--- src/pltd_ram.sv ---
module pltd_ram #(
    parameter int WIDTH = 8,
    parameter int DEPTH = 64
) (
    input  logic                     aclk,
    input  logic                     wr_en,
    input  logic [$clog2(DEPTH)-1:0] wr_addr,
    input  logic [WIDTH-1:0]         wr_data,
    input  logic [$clog2(DEPTH)-1:0] rd_addr,
    output logic [WIDTH-1:0]         rd_data
);

    logic [WIDTH-1:0] mem [DEPTH];

    always_ff @(posedge aclk) begin
        if (wr_en) begin
            mem[wr_addr] <= wr_data;
        end
        rd_data <= mem[rd_addr];
    end

endmodule
--- config.mk ---
export PLATFORM = sky130hd
export DESIGN_NAME = pltd_ram
export DESIGN_NICKNAME = d
export VERILOG_FILES = /design/src/pltd_ram.sv
export SDC_FILE = /design/constraint.sdc
export NUM_CORES = 1
export LEC_CHECK = 0
export BUFFER_PORTS_ARGS = -buffer_cell sky130_fd_sc_hd__buf_2
export CAP_MARGIN = 5
export CORE_MARGIN = 2
export CORE_UTILIZATION = 45
export CTS_CLUSTER_DIAMETER = 80
export DETAILED_ROUTE_END_ITERATION = 16
export SYNTH_ARGS = -nofsm -noshare
export SYNTH_HDL_FRONTEND = slang
export SYNTH_SLANG_ARGS = --single-unit
--- constraint.sdc ---
create_clock -name aclk -period 5.25 [get_ports aclk]
set_clock_uncertainty 0.15 [all_clocks]
set_input_delay 1.05 -clock aclk [delete_from_list [all_inputs] [get_ports aclk]]
set_output_delay 1.05 -clock aclk [all_outputs]
set_load 0.01 [all_outputs]
; Yosys cells after proc, flatten, opt, wreduce, memory -nomap -nowiden
; Memory sizes are Yosys's and may differ from the RTL's. A register that Yosys moved wholly into a read port is not among the register bits.
; Cells that the tools add are included.
[op_classes]
mux = 2
[ops]
columns = op, n
row1 = 1-bit 2-to-1 mux, 2
[totals]
register_bits = 0
ramBits = 512
word_cells = 3
output_inout_bits = 8
n_memories = 1
inputBits = 22
[memory_table]
columns = name, words, word_bits, read_ports, rd_ports_with_merged_regs, wr, line
row1 = mem, 64, 8, 1, 1, 1, 13  ; logic [WIDTH-1:0] mem [DEPTH];

; Depth between registers and ports, before layout
[depth]
word_depth = 2
ltp_mapped = 9
mapped_depth_nobuf = 5

; Worst setup path before layout
; No wires, ideal clock.
[synth_timing]
kind = in2reg
from = input rd_addr[1]
to = register rd_data[3] (read register of mem)
slack_ps = 2382
arrival_time_ps = 2590
setup_ps = 128
n_path_buf = 3
stages = 7
path_cell_list = buf_4 > buf_2 > buf_2 > mux4_2 > mux4_2 > o21ai_1 > o41ai_1
[synth_rtl]
columns = element, line
row1 = "start, declared", 9  ; input logic [$clog2(DEPTH)-1:0] rd_addr,
row2 = "end, declared", 10  ; output logic [WIDTH-1:0] rd_data

==> flow_metrics.env <==
export IMPL_status="finished clean"
export IMPL_grtUsageTotal=0.1931
export IMPL_synth_cells=940
export IMPL_synth_area_mm2=0.02017
export IMPL_clk_pin_slew_ns=0.06
export IMPL_gp_congestion=0.7850
export IMPL_grt_start_max_net_pins=65
export IMPL_slew_headroom=0.1995
export IMPL_crit_path_start_kind="input pin"
export IMPL_worst_slew_pin_transition_ns=1.201
export IMPL_grt_pass1_vias=9568
export IMPL_ys_seq_elements=520
export IMPL_cts_num_sinks=520
export IMPL_rsz0062_at_grt="false"
export IMPL_critical_path_arrival_ns=3.42
export IMPL_via_count=9501
export IMPL_first_pass_iters=5
export IMPL_drt_iter0_markers=1048
export IMPL_dieArea_mm2=0.04652
export IMPL_critical_path_max_fanout=59
export IMPL_grt_antenna_before_repair=4
export IMPL_path_class="in -> reg"
export IMPL_synth_most_common_cell="edfxtp_1"
export IMPL_cts_root_buf="clkbuf_16"
export IMPL_io_pins=30
export IMPL_row_count=77
export IMPL_coreArea_mm2=0.04422
export IMPL_final_cells=1623
export IMPL_cp_required_ns=5.54
export IMPL_drcViolationCount=0
export IMPL_slew_violations=0
export IMPL_p_per_area_mw_per_mm2=383.4
export IMPL_finalCritPeriodShare=0.5971
export IMPL_setup_violations=0
export IMPL_clock_path_buffers=3
export IMPL_cts_hold_buffers=0
export IMPL_fillers=3412
export IMPL_yosys_top_cells_area="edfxtp_1 (76%), mux4_2 (14%), nor2_1 (1.5%), mux2i_1 (1.1%), dfxtp_1 (0.79%)"
export IMPL_synth_top_area_cell="edfxtp_1"
export IMPL_avgViaCountPerCell=5.854
export IMPL_ys_top_cells_by_count="edfxtp_1 (512), mux4_2 (126), nor2_1 (83)"
export IMPL_holdWs_ns=0.7019
export IMPL_fin_tns_setup_ns=0
export IMPL_fmax_mhz=319.0
export IMPL_final_hold_violation_count=0
export IMPL_synth_edff_count=512
export IMPL_maxCapViolations=0
export IMPL_crit_path_end_kind="flip-flop"
export IMPL_worst_slack_ns=2.115
export IMPL_drtAntennaViolNets=0
export IMPL_yosysUniqueCellTypes=40
export IMPL_post_drt_wl_per_cell_um=26.97
export IMPL_yosys_warnings=0
export IMPL_syn_nets=962
export IMPL_cts_tree="yes"
export IMPL_placed_cell_area_mm2=0.02092
export IMPL_grt_first_pass_wirelength_um=65280
export IMPL_htreeDepth=2
export IMPL_worstSkewPairLatency_ns=0.57
export IMPL_hpwl_um=26060
export IMPL_ys_flop_type="edfxtp_1"
export IMPL_seq_area_frac_synth=0.7703
export IMPL_post_cts_buffers=0
export IMPL_start_util=0.4560
export IMPL_vdd_drop_max_v=0.0002056
export IMPL_design_area_mm2=0.02260
export IMPL_totalWireLength_um=43770
export IMPL_place_ws_ns=1.452
export IMPL_synthArstFlopShare=0
export IMPL_drive_above_1_share=0.2517
export IMPL_syn2layout_area_growth_pct=12.08
export IMPL_p_leak_nw=6.982
export IMPL_post_cts_resized=0
export IMPL_final_nets=1011
export IMPL_synthDominantCellAreaShare=0.7624
export IMPL_fp_dieH_um=215.7
export IMPL_grt_overflow=0
export IMPL_numPortBuffers=29
export IMPL_synth_area_per_cell_um2=21.45
export IMPL_dp_cells=1528
export IMPL_cts_buffers=51
export IMPL_die_width_um=215.7
export IMPL_period_needed_ns=3.135
export IMPL_hold_path_class="reg -> reg"
[worst paths after layout]
kind / start / endpoint / depth (start not counted) / slack, ns
worst max-delay path: rd_addr[1] / rd_data[2] / 6 / 2.12
worst min-delay path: mem[34][1] / rd_data[1] / 4 / 0.70
worst max register to register: mem[17][4] / rd_data[4] / 5 / 3.03
worst min register to register: mem[34][1] / rd_data[1] / 4 / 0.70
[placed cells by master (no fill, tap or decap), types with 3 or more instances in the layout]
cell / Yosys / layout
edfxtp_1: 512 / 512
mux4_2: 126 / 126
nor2_1: 83 / 83
clkbuf_16: 0 / 53
buf_2: 11 / 26
mux2i_1: 23 / 23
nand2_1: 19 / 19
buf_4: 13 / 17
clkbuf_1: 17 / 16
nor2b_1: 14 / 14
mux2_2: 13 / 13
nand3_1: 13 / 13
o221ai_1: 8 / 8
o22ai_1: 8 / 8
clkbuf_8: 0 / 8
dfxtp_1: 8 / 8
nand2b_1: 7 / 7
nor3_1: 7 / 7
a221oi_1: 6 / 6
clkinv_1: 0 / 6
a211oi_1: 4 / 4
bufinv_16: 0 / 4
nand3b_1: 3 / 3
a21oi_1: 3 / 3
a22oi_1: 3 / 3
o2111ai_1: 3 / 3
o2bb2ai_1: 3 / 3
clkinv_2: 0 / 3
buf_12: 2 / 3
[cell type report]
type,instances,area [µm²],area share
multi-input combinational,369,4315,0.1909
tap,592,740.7,0.03277
clock inverter,17,192.7,0.008525
clock buffer,76,1483,0.06560
timing repair buffer,47,331.6,0.01467
antenna,2,5.005,0.0002214
sequential,520,15530,0.6873
[power breakdown]
group	total, mW	leakage [nW]	switching [mW]	internal [mW]
registers	4.61	4.67	0.0160	4.60
clock network	3.64	0.810	1.49	2.15
logic	0.416	1.50	0.259	0.157
[sequential cells by signal, indices dropped and copies added (netlist names)]
| signal | cells |
|---|---|
| mem | 512 |
| rd_data | 8 |
[logic make-up after synthesis]
logic type / synth area share
multiplexers: 0.1594
AO/OA/AOI/OAI: 0.02072
AND/OR/NAND/NOR: 0.03387
buffers and inverters: 0.01570
flip-flops: 0.7703
[per-stage QoR]
step,power (mW),utilization
after CTS,8.731,0.5110
after global placement,5.116,0.4731
final,8.666,0.5111
after global routing,8.921,0.5110
after detailed placement,5.123,0.4731
after floorplan,4.938,-
[worst max-delay path, cell delays in order]
cell	delay, ns
buf_4	0.34
buf_12	0.38
mux4_2	0.58
mux2_2	0.30
a221oi_1	0.58
o2bb2ai_1	0.15
[routing by layer]
layer | track usage | part of all wire | vias up
met5 | 0 | 0.00034 | -
met4 | 0.06782 | 0.033 | 2
met2 | 0.2923 | 0.47 | 345
met1 | 0.2857 | 0.44 | 5041
met3 | 0.03326 | 0.066 | 87
li1 | - | - | 4026
Power figures use the tool's default switching activity.
